[config.mk]
export PLATFORM = sky130hd
export DESIGN_NAME = annexb_nal_header_scanner_flat
export DESIGN_NICKNAME = d
export VERILOG_FILES = /design/src/hw/rtl/anb_pkg.sv /design/src/hw/rtl/anb_if.sv /design/src/hw/rtl/anb_front.sv /design/src/hw/rtl/anb_fifo.sv /design/src/hw/rtl/anb_back.sv /design/src/hw/rtl/annexb_nal_header_scanner.sv /design/src/flat_wrapper.sv
export SDC_FILE = /design/constraint.sdc
export NUM_CORES = 2
export LEC_CHECK = 0
export ABC_AREA = 1
export BUFFER_PORTS_ARGS = -buffer_cell sky130_fd_sc_hd__buf_2
export CELL_PAD_IN_SITES_DETAIL_PLACEMENT = 1
export CELL_PAD_IN_SITES_GLOBAL_PLACEMENT = 1
export CORE_ASPECT_RATIO = 1.4
export CORE_UTILIZATION = 30
export CTS_CLUSTER_SIZE = 40
export DETAILED_ROUTE_END_ITERATION = 8
export HOLD_SLACK_MARGIN = 0.08
export PLACE_DENSITY = 0.54
export SYNTH_ARGS = -nofsm -noshare
export SYNTH_HDL_FRONTEND = slang
export SYNTH_SLANG_ARGS = --single-unit
[constraint.sdc]
create_clock -name clock -period 24.5 [get_ports clock]
set_clock_uncertainty 0.15 [all_clocks]
set_input_delay 1.225 -clock clock [delete_from_list [all_inputs] [get_ports clock]]
set_output_delay 1.225 -clock clock [all_outputs]
set_load 0.02 [all_outputs]
[src/hw/rtl/anb_pkg.sv]
// anb_pkg: shared types, codes and the slice class table of the Annex B scanner
// depends on nothing; used by every module
package anb_pkg;

   localparam logic [4:0] NAL_TYPE_SPS = 5'd7;
   localparam logic [4:0] NAL_TYPE_PPS = 5'd8;
   localparam logic [4:0] NAL_TYPE_SLICE = 5'd1;
   localparam logic [4:0] NAL_TYPE_IDR = 5'd5;
   localparam logic [4:0] NAL_TYPE_AUX = 5'd19;

   localparam logic [2:0] CLASS_SPS = 3'd0;
   localparam logic [2:0] CLASS_PPS = 3'd1;
   localparam logic [2:0] CLASS_I = 3'd2;
   localparam logic [2:0] CLASS_P = 3'd3;
   localparam logic [2:0] CLASS_B = 3'd4;
   localparam logic [2:0] CLASS_SI = 3'd5;
   localparam logic [2:0] CLASS_SP = 3'd6;
   localparam logic [2:0] CLASS_OTHER = 3'd7;

   localparam logic [5:0] MAX_ZERO_BITS = 6'd32;
   localparam logic [0:0] REG_REPORT_MASK = 1'b0;

   // one stream byte as tagged by the front end
   typedef struct packed {
      logic        start;      // byte closes a start code
      logic        long_code;  // three or more zeros came before
      logic [31:0] nal_pos;    // offset of first start-code byte
      logic [7:0]  data;
   } entry_type;

   typedef struct packed {
      logic [4:0]  nal_type;
      logic [2:0]  nal_class;
      logic [2:0]  start_code_len;
      logic [31:0] nal_offset;
      logic [31:0] first_mb;
      logic [7:0]  slice_kind;
      logic        header_error;
   } result_type;

   // slice type code to class, other above nine
   function automatic logic [2:0] class_of_slice(input logic [31:0] st);
      logic [2:0] c;
      c = CLASS_OTHER;
      if (st <= 32'd9) begin
         case (st[3:0])
            4'd0, 4'd5: c = CLASS_P;
            4'd1, 4'd6: c = CLASS_B;
            4'd2, 4'd7: c = CLASS_I;
            4'd3, 4'd8: c = CLASS_SP;
            4'd4, 4'd9: c = CLASS_SI;
            default: c = CLASS_OTHER;
         endcase
      end
      return c;
   endfunction

   function automatic logic is_slice_nal(input logic [4:0] t);
      return (t == NAL_TYPE_SLICE) || (t == NAL_TYPE_IDR) || (t == NAL_TYPE_AUX);
   endfunction

endpackage

[src/hw/rtl/anb_if.sv]
// anb_req_if / anb_rsp_if: valid-ready channels of the scanner
// depends on nothing
interface anb_req_if;
   logic       valid;
   logic       ready;
   logic [7:0] stream_byte;
   modport source (output valid, output stream_byte, input ready);
   modport sink (input valid, input stream_byte, output ready);
endinterface

interface anb_rsp_if;
   logic        valid;
   logic        ready;
   logic [4:0]  nal_type;
   logic [2:0]  nal_class;
   logic [2:0]  start_code_len;
   logic [31:0] nal_offset;
   logic [31:0] first_mb;
   logic [7:0]  slice_kind;
   logic        header_error;
   modport source (output valid, output nal_type, output nal_class, output start_code_len,
                   output nal_offset, output first_mb, output slice_kind,
                   output header_error, input ready);
   modport sink (input valid, input nal_type, input nal_class, input start_code_len,
                 input nal_offset, input first_mb, input slice_kind,
                 input header_error, output ready);
endinterface

[src/hw/rtl/anb_front.sv]
// anb_front: start code tracking and byte offset counting on accepted bytes
// depends on anb_pkg
module anb_front (
   input  logic              clock,
   input  logic              reset,
   input  logic              push,
   input  logic [7:0]        data,
   output anb_pkg::entry_type entry
);
   import anb_pkg::*;

   logic [1:0]  zero_run_ff, zero_run_in;
   logic [31:0] pos_ff, pos_in;
   logic        is_start;

   // a 0x01 after two or more zeros closes a start code
   assign is_start = (data == 8'h01) && (zero_run_ff >= 2'd2);

   always_comb begin
      pos_in = pos_ff + 32'd1;
      zero_run_in = zero_run_ff;
      if (is_start) begin
         zero_run_in = 2'd0;
      end else if (data == 8'h00) begin
         if (zero_run_ff != 2'd3) zero_run_in = zero_run_ff + 2'd1;
      end else begin
         zero_run_in = 2'd0;
      end
   end

   always_comb begin
      entry.start = is_start;
      entry.long_code = (zero_run_ff == 2'd3);
      entry.nal_pos = pos_ff - ((zero_run_ff == 2'd3) ? 32'd3 : 32'd2);
      entry.data = data;
   end

   always_ff @(posedge clock) begin
      if (reset) begin
         zero_run_ff <= 2'd0;
         pos_ff <= 32'd0;
      end else if (push) begin
         zero_run_ff <= zero_run_in;
         pos_ff <= pos_in;
      end
   end
endmodule

[src/hw/rtl/anb_fifo.sv]
// anb_fifo: two-entry queue between front end and parser
// depends on anb_pkg
module anb_fifo (
   input  logic              clock,
   input  logic              reset,
   input  logic              push,
   input  anb_pkg::entry_type push_entry,
   output logic              full,
   input  logic              pop,
   output logic              not_empty,
   output anb_pkg::entry_type head
);
   import anb_pkg::*;

   entry_type  slot_ff [2];
   logic       wr_ff, rd_ff;
   logic [1:0] count_ff;

   assign full = (count_ff == 2'd2);
   assign not_empty = (count_ff != 2'd0);
   assign head = slot_ff[rd_ff];

   // payload slots
   always_ff @(posedge clock) begin
      if (push) slot_ff[wr_ff] <= push_entry;
   end

   // pointers and fill count
   always_ff @(posedge clock) begin
      if (reset) begin
         wr_ff <= 1'b0;
         rd_ff <= 1'b0;
         count_ff <= 2'd0;
      end else begin
         if (push) wr_ff <= ~wr_ff;
         if (pop) rd_ff <= ~rd_ff;
         count_ff <= count_ff + {1'b0, push} - {1'b0, pop};
      end
   end
endmodule

[src/hw/rtl/anb_back.sv]
// anb_back: NAL header parse, ue(v) decode eight bits a byte, result register
// depends on anb_pkg
module anb_back (
   input  logic               clock,
   input  logic               reset,
   input  logic               q_valid,
   input  anb_pkg::entry_type  q_entry,
   output logic               q_pop,
   input  logic [7:0]         mask,
   input  logic               rsp_ready,
   output logic               rsp_valid,
   output anb_pkg::result_type rsp_data
);
   import anb_pkg::*;

   typedef enum logic [2:0] {
      PH_SEARCH, PH_HEADER, PH_FIRST_PRE, PH_FIRST_SUF, PH_TYPE_PRE, PH_TYPE_SUF
   } phase_type;

   phase_type  phase_ff, phase_in;
   logic [5:0] zb_ff, zb_in;
   logic [5:0] sb_ff, sb_in;
   logic [31:0] acc_ff, acc_in;
   logic [31:0] fmb_ff, fmb_in;
   logic [4:0] type_ff, type_in;
   logic       long_ff, long_in;
   logic [31:0] start_ff, start_in;
   logic       rsp_valid_ff;
   result_type rsp_data_ff;

   logic       ev;
   logic [2:0] e_cls;
   logic [31:0] e_first;
   logic [7:0] e_kind;
   logic       e_err;
   logic       fire;
   result_type res;

   assign q_pop = q_valid && (!rsp_valid_ff || rsp_ready);
   assign rsp_valid = rsp_valid_ff;
   assign rsp_data = rsp_data_ff;

   // next state for one queued byte
   always_comb begin
      logic       stop, done, bitv;
      logic [31:0] val;
      phase_in = phase_ff;
      zb_in = zb_ff;
      sb_in = sb_ff;
      acc_in = acc_ff;
      fmb_in = fmb_ff;
      type_in = type_ff;
      long_in = long_ff;
      start_in = start_ff;
      ev = 1'b0;
      e_cls = CLASS_OTHER;
      e_first = 32'd0;
      e_kind = 8'd0;
      e_err = 1'b0;
      stop = 1'b0;
      done = 1'b0;
      bitv = 1'b0;
      val = 32'd0;
      if (q_entry.start) begin
         // start code: any slice header still open is cut
         if (phase_ff != PH_SEARCH && phase_ff != PH_HEADER) begin
            ev = 1'b1;
            e_err = 1'b1;
            e_first = (phase_ff == PH_TYPE_PRE || phase_ff == PH_TYPE_SUF) ? fmb_ff : 32'd0;
         end
         long_in = q_entry.long_code;
         start_in = q_entry.nal_pos;
         phase_in = PH_HEADER;
      end else if (phase_ff == PH_HEADER) begin
         type_in = q_entry.data[4:0];
         fmb_in = 32'd0;
         zb_in = 6'd0;
         sb_in = 6'd0;
         acc_in = 32'd0;
         if (is_slice_nal(q_entry.data[4:0])) begin
            phase_in = PH_FIRST_PRE;
         end else begin
            phase_in = PH_SEARCH;
            ev = 1'b1;
            if (q_entry.data[4:0] == NAL_TYPE_SPS) e_cls = CLASS_SPS;
            else if (q_entry.data[4:0] == NAL_TYPE_PPS) e_cls = CLASS_PPS;
         end
      end else if (phase_ff != PH_SEARCH) begin
         // ue(v) decoding, msb first
         for (int i = 7; i >= 0; i--) begin
            done = 1'b0;
            val = 32'd0;
            if (!stop) begin
               bitv = q_entry.data[i];
               if (phase_in == PH_FIRST_PRE || phase_in == PH_TYPE_PRE) begin
                  if (!bitv) begin
                     zb_in = zb_in + 6'd1;
                     if (zb_in >= MAX_ZERO_BITS) begin
                        ev = 1'b1;
                        e_err = 1'b1;
                        e_first = (phase_in == PH_TYPE_PRE) ? fmb_in : 32'd0;
                        phase_in = PH_SEARCH;
                        stop = 1'b1;
                     end
                  end else if (zb_in == 6'd0) begin
                     done = 1'b1;
                  end else begin
                     sb_in = zb_in;
                     acc_in = 32'd0;
                     phase_in = (phase_in == PH_FIRST_PRE) ? PH_FIRST_SUF : PH_TYPE_SUF;
                  end
               end else begin
                  acc_in = {acc_in[30:0], bitv};
                  sb_in = sb_in - 6'd1;
                  if (sb_in == 6'd0) begin
                     done = 1'b1;
                     val = acc_in + 32'((33'd1 << zb_in[4:0]) - 33'd1);
                  end
               end
               if (done) begin
                  if (phase_in == PH_FIRST_PRE || phase_in == PH_FIRST_SUF) begin
                     fmb_in = val;
                     zb_in = 6'd0;
                     sb_in = 6'd0;
                     acc_in = 32'd0;
                     phase_in = PH_TYPE_PRE;
                  end else begin
                     phase_in = PH_SEARCH;
                     ev = 1'b1;
                     e_cls = class_of_slice(val);
                     e_first = fmb_in;
                     e_kind = (val > 32'd255) ? 8'd255 : val[7:0];
                     stop = 1'b1;
                  end
               end
            end
         end
      end
   end

   // result record and mask filter
   always_comb begin
      res.nal_type = (!q_entry.start && phase_ff == PH_HEADER) ? q_entry.data[4:0] : type_ff;
      res.nal_class = e_cls;
      res.start_code_len = long_ff ? 3'd4 : 3'd3;
      res.nal_offset = start_ff;
      res.first_mb = e_first;
      res.slice_kind = e_kind;
      res.header_error = e_err;
      fire = ev && (e_err || mask[e_cls]);
   end

   always_ff @(posedge clock) begin
      if (reset) begin
         phase_ff <= PH_SEARCH;
         zb_ff <= 6'd0;
         sb_ff <= 6'd0;
         acc_ff <= 32'd0;
         fmb_ff <= 32'd0;
         type_ff <= 5'd0;
         long_ff <= 1'b0;
         start_ff <= 32'd0;
         rsp_valid_ff <= 1'b0;
      end else begin
         if (q_pop) begin
            phase_ff <= phase_in;
            zb_ff <= zb_in;
            sb_ff <= sb_in;
            acc_ff <= acc_in;
            fmb_ff <= fmb_in;
            type_ff <= type_in;
            long_ff <= long_in;
            start_ff <= start_in;
            rsp_valid_ff <= fire;
         end else if (rsp_ready) begin
            rsp_valid_ff <= 1'b0;
         end
         if (q_pop && fire) rsp_data_ff <= res;
      end
   end
endmodule

[src/hw/rtl/annexb_nal_header_scanner.sv]
// annexb_nal_header_scanner: top level, csr port, front end, queue, parser
// depends on anb_pkg, anb_if, anb_front, anb_fifo, anb_back
//
//   channel | direction | transfer carries
//   req_ch  | in        | stream_byte
//   rsp_ch  | out       | nal_type, nal_class, start_code_len, nal_offset,
//           |           | first_mb, slice_kind, header_error
//   csr     | apb       | report_class_mask at address 0
//
// one byte a cycle unless a result stalls; an accepted byte is tagged by the front end
// into the queue, then parsed from the queue head into the result register
// synchronous active-high reset clears the control state; the mask resets to all ones
// a stalled result holds the parser; the two-entry queue then fills and drops req ready
module annexb_nal_header_scanner (
   input  logic        clock,
   input  logic        reset,
   anb_req_if.sink     req_ch,
   anb_rsp_if.source   rsp_ch,
   input  logic        psel,
   input  logic        penable,
   input  logic        pwrite,
   input  logic [2:0]  paddr,
   input  logic [31:0] pwdata,
   output logic [31:0] prdata,
   output logic        pready
);
   import anb_pkg::*;

   logic [7:0] mask_ff;
   logic       push, full, q_valid, q_pop, csr_wr;
   entry_type  f_entry, q_head;
   result_type r_data;
   logic       r_valid;

   // config register
   assign pready = 1'b1;
   assign csr_wr = psel && penable && pwrite && (paddr[2] == REG_REPORT_MASK);
   assign prdata = (paddr[2] == REG_REPORT_MASK) ? {24'd0, mask_ff} : 32'd0;
   always_ff @(posedge clock) begin
      if (reset) mask_ff <= 8'hFF;
      else if (csr_wr) mask_ff <= pwdata[7:0];
   end

   assign req_ch.ready = !full;
   assign push = req_ch.valid && !full;

   anb_front u_front (
      .clock(clock), .reset(reset), .push(push), .data(req_ch.stream_byte), .entry(f_entry)
   );

   anb_fifo u_fifo (
      .clock(clock), .reset(reset), .push(push), .push_entry(f_entry), .full(full),
      .pop(q_pop), .not_empty(q_valid), .head(q_head)
   );

   anb_back u_back (
      .clock(clock), .reset(reset), .q_valid(q_valid), .q_entry(q_head), .q_pop(q_pop),
      .mask(mask_ff), .rsp_ready(rsp_ch.ready), .rsp_valid(r_valid), .rsp_data(r_data)
   );

   assign rsp_ch.valid = r_valid;
   assign rsp_ch.nal_type = r_data.nal_type;
   assign rsp_ch.nal_class = r_data.nal_class;
   assign rsp_ch.start_code_len = r_data.start_code_len;
   assign rsp_ch.nal_offset = r_data.nal_offset;
   assign rsp_ch.first_mb = r_data.first_mb;
   assign rsp_ch.slice_kind = r_data.slice_kind;
   assign rsp_ch.header_error = r_data.header_error;

   // checks
   a_mask_write: assert property (@(posedge clock) disable iff (reset)
      csr_wr |=> mask_ff == $past(pwdata[7:0]))
      else $error("mask not updated by csr write");
   a_err_class: assert property (@(posedge clock) disable iff (reset)
      r_valid && r_data.header_error |-> r_data.nal_class == CLASS_OTHER)
      else $error("error result with slice class");
   a_code_len: assert property (@(posedge clock) disable iff (reset)
      r_valid |-> (r_data.start_code_len == 3'd3 || r_data.start_code_len == 3'd4))
      else $error("bad start code length");
endmodule

[src/flat_wrapper.sv]
// flat-port wrapper written by rule: the top's interface ports become plain ports
module annexb_nal_header_scanner_flat import anb_pkg::*;
  (clock, reset, psel, penable, pwrite, paddr, pwdata, prdata, pready, req_ch_valid, req_ch_stream_byte, req_ch_ready, rsp_ch_valid, rsp_ch_nal_type, rsp_ch_nal_class, rsp_ch_start_code_len, rsp_ch_nal_offset, rsp_ch_first_mb, rsp_ch_slice_kind, rsp_ch_header_error, rsp_ch_ready);
  anb_req_if req_ch_i ();
  anb_rsp_if rsp_ch_i ();
  input  logic clock;
  input  logic reset;
  input  logic psel;
  input  logic penable;
  input  logic pwrite;
  input  logic [2:0] paddr;
  input  logic [31:0] pwdata;
  output logic [31:0] prdata;
  output logic pready;
  input wire logic [$bits(req_ch_i.valid)-1:0] req_ch_valid;
  input wire logic [$bits(req_ch_i.stream_byte)-1:0] req_ch_stream_byte;
  output wire logic [$bits(req_ch_i.ready)-1:0] req_ch_ready;
  output wire logic [$bits(rsp_ch_i.valid)-1:0] rsp_ch_valid;
  output wire logic [$bits(rsp_ch_i.nal_type)-1:0] rsp_ch_nal_type;
  output wire logic [$bits(rsp_ch_i.nal_class)-1:0] rsp_ch_nal_class;
  output wire logic [$bits(rsp_ch_i.start_code_len)-1:0] rsp_ch_start_code_len;
  output wire logic [$bits(rsp_ch_i.nal_offset)-1:0] rsp_ch_nal_offset;
  output wire logic [$bits(rsp_ch_i.first_mb)-1:0] rsp_ch_first_mb;
  output wire logic [$bits(rsp_ch_i.slice_kind)-1:0] rsp_ch_slice_kind;
  output wire logic [$bits(rsp_ch_i.header_error)-1:0] rsp_ch_header_error;
  input wire logic [$bits(rsp_ch_i.ready)-1:0] rsp_ch_ready;
  assign req_ch_i.valid = req_ch_valid;
  assign req_ch_i.stream_byte = req_ch_stream_byte;
  assign req_ch_ready = req_ch_i.ready;
  assign rsp_ch_valid = rsp_ch_i.valid;
  assign rsp_ch_nal_type = rsp_ch_i.nal_type;
  assign rsp_ch_nal_class = rsp_ch_i.nal_class;
  assign rsp_ch_start_code_len = rsp_ch_i.start_code_len;
  assign rsp_ch_nal_offset = rsp_ch_i.nal_offset;
  assign rsp_ch_first_mb = rsp_ch_i.first_mb;
  assign rsp_ch_slice_kind = rsp_ch_i.slice_kind;
  assign rsp_ch_header_error = rsp_ch_i.header_error;
  assign rsp_ch_i.ready = rsp_ch_ready;
  annexb_nal_header_scanner u_core (.clock(clock), .reset(reset), .req_ch(req_ch_i), .rsp_ch(rsp_ch_i), .psel(psel), .penable(penable), .pwrite(pwrite), .paddr(paddr), .pwdata(pwdata), .prdata(prdata), .pready(pready));
endmodule
==> out/metrics.cfg <==
[floorplan]
io_pins = 169
rows = 176
initial_core_util_pct = 30.3
die_h_um = 484
coreArea_um2 = 165000
die_area_um2 = 168000
die_x_um = 346

[timing]
fin_crit_ns = 22.42
slew_headroom_pct = 0.721
period_share_pct = 91.5
hold_viol = 0
setup_viol = 0
tightest_slew_ns = 1.48
fin_setup_tns_ns = 0
maxSlewViolCount = 0
rsz0062_at_grt = false
max_freq_ghz = 0.0446

[clocking]
path_clk_slew_ns = 0.05
cts.repair.resized = 0
clock_sinks = 331
htreeDepth = 2
cts_hold_buf = 0
cts-root-buf = clkbuf_16
clk_latency_ns = 0.66
numCtsBuffers = 40
cts_tree = yes
post-cts-setup-buffers = 0
clockBufferDepth = 3

[critical_path]
start_kind = register
rr_endpoint = u_core.u_back.rsp_data[23]$_DFFE_PP_
required_ns = 24.68
slowest_stage = a21oi_2
crit_top_cell = nand2_1
critPathBufInv = 17
cp_max_fo = 53
crit_type = reg2reg
critPathArrivalTime_ns = 22.60
end_kind = register
path_depth = 116
cp_slowest_stage_delay_ns = 0.63
cp_top_family = simple AND/OR/NAND/NOR gates
crit_end = u_core.u_back.rsp_data[23]$_DFFE_PP_
r2r_cells = 116
cp-startpoint = u_core.u_back.zb_ff[0]$_SDFFE_PP0P_
r2r-start = u_core.u_back.zb_ff[0]$_SDFFE_PP0P_
r2r_setup_slack_ns = 2.08

[route]
drc = 0
vias_per_cell = 5.42
routed_wirelength_um = 264000
wl_per_cell_um = 26.3
drt_iter0_markers = 3349
ant_nets = 0
vias = 54400
dr.pass1.iters = 5

[grt]
grt_first_pass_wirelength_um = 374000
antenna_found_initial = 8
grt_usage_pct = 30.5
overflow = 0
grt_pass1_vias = 54300
grt_max_degree = 79

[placement]
port_buffers = 117
place_hpwl_um = 222000
place_congestion = 0.990

[cells_and_area]
synthToLayoutAreaGrowth_pct = 7.27
drive_gt1_share_pct = 7.99
nets = 8482
fill_cells = 21400

[synthesis]
synth_area_leader_cell = ha_1
synth_most_common_cell = nand2_1
synth_top_area_share_pct = 14.0
avgSynthCellArea_um2 = 6.26
synthArstFlopShare_pct = 0
seq_area_frac_synth_pct = 16.6
synth.area.top_cells = ha_1, nand2_1, inv_1
synth_cell_type_count = 86
synth_common_cells = nand2_1, inv_1, o21ai_0, nor2_1, ha_1
synth_top_flop_cell = edfxtp_1
yosys_warnings = 0
syn-instance-count = 7965
synth_edf_count = 167
ys_seq_elements = 331
synth_area_um2 = 49800

[status]
outcome = finished, violations left
violations = capacitance limit

[min_path]
hold_path.class = reg2reg
min_path_cells = 0

[flow_run]
maxCapViolations = 1

==> final cells by class <==
class                   instances  area, um2  share of cell area (%)
repair buffers                220       1390                    2.59
clock buffers                  55       1110                    2.07
multi-input cells            5826      34300                    64.2
diodes                          1       2.50                 0.00468
well taps                    2136       2670                    5.00
clock inverters                18        205                   0.384
inverters                    1447       5470                    10.2
flip-flops and latches        331       8300                    15.5
==> registers in the layout (all words and copies together) (netlist names), 2 cells and up, named ones only <==
register and flops:
u_core.u_fifo.count_ff 2, u_core.u_fifo.slot_ff 84, u_core.u_back.zb_ff 6, u_core.u_back.start_ff 32
u_core.u_back.acc_ff 31, u_core.u_back.rsp_data 83, u_core.u_back.type_ff 5, u_core.u_back.fmb_ff 32
u_core.mask_ff 8, u_core.u_front.zero_run_ff 2, u_core.u_back.phase_ff 3, u_core.u_front.pos_ff 32
u_core.u_back.sb_ff 6
==> cell families (layout without fill, tap and decap cells) <==
logic type	count (synthesis)	count (layout)	share of synthesized area, %
and+or+nand+nor	3111	3111	27.9
AOI/OAI and AO/OA	1895	1895	22.3
buffers and inverters	1831	1740	14.8
adders and majority gates	566	566	14.3
DFF	331	331	16.6
xor gates and xnor gates	224	224	3.95
muxes	5	5	0.103
other	2	26	0.0151
==> per-stage QoR <==
stage | instance area (um2) | util, % | instances | hold WS, ns | worst slack (ns)
global placement | 52200 | 31.7 | 9960 | 0.260 | 2.51
floorplan | 49900 | - | 7988 | 0.253 | 7.63
global route | 53500 | 32.5 | 10000 | 0.287 | 0.238
CTS | 53500 | 32.5 | 10000 | 0.266 | 2.05
finish | 53500 | 32.5 | 10000 | 0.277 | 2.08
detailed placement | 52200 | 31.7 | 9960 | 0.262 | 2.15
==> worst min path at each step <==
stage / startpoint / end
after floorplan: u_core.u_back.start_ff[0]$_SDFFE_PP0P_ / u_core.u_back.rsp_data[41]$_DFFE_PP_
after global placement: u_core.u_back.start_ff[22]$_SDFFE_PP0P_ / u_core.u_back.rsp_data[63]$_DFFE_PP_
after detailed placement: u_core.u_back.start_ff[26]$_SDFFE_PP0P_ / u_core.u_back.rsp_data[67]$_DFFE_PP_
after CTS: u_core.u_back.start_ff[20]$_SDFFE_PP0P_ / u_core.u_back.rsp_data[61]$_DFFE_PP_
after global routing: u_core.u_back.start_ff[26]$_SDFFE_PP0P_ / u_core.u_back.rsp_data[67]$_DFFE_PP_
final: u_core.u_back.start_ff[1]$_SDFFE_PP0P_ / u_core.u_back.rsp_data[42]$_DFFE_PP_
==> cells in the final DEF, fill, tap and decap left out, types with 20 or more instances in the layout <==
master,netlist,layout
nand2_1,1510,1509
inv_1,1383,1380
o21ai_0,663,662
nor2_1,617,609
ha_1,558,558
a21oi_1,534,534
nand3_1,463,463
edfxtp_1,167,167
dfxtp_1,164,163
xor2_1,160,160
o22ai_1,151,151
nand4_1,131,131
buf_2,22,116
a31oi_1,109,108
buf_4,47,102
nand2_2,83,84
or2_2,83,83
a22oi_1,81,81
nor3_1,77,77
o211ai_1,72,72
xnor2_1,63,63
o21bai_1,41,41
clkbuf_16,0,40
inv_2,34,37
nor2_2,30,32
a2111oi_0,29,29
nand2_4,28,28
a211oi_1,25,25
a2bb2oi_1,25,25
o221ai_1,25,25
conb_1,2,25
o21ai_1,22,22
nor2_4,15,21
o31ai_1,21,21
a221oi_1,20,20
==> worst reg2reg max path, delay by kind of cell (launching register included) <==
kind	cells	cell delay, ns
simple gates	62	10.30
compound gates	27	5.63
buf+inv	17	2.93
fa+ha+maj	8	2.10
flops	1	0.48
xor+xnor	2	0.38
==> per-layer routing <==
metal,track usage (%),part of all wire (%)
met5,0,0
met2,53.3,48
met1,34.8,40
met4,21.3,8.1
met3,2.65,3.3
Power is not shown: default switching activity piles up to over one toggle a cycle in this logic, so the estimate is an artifact.
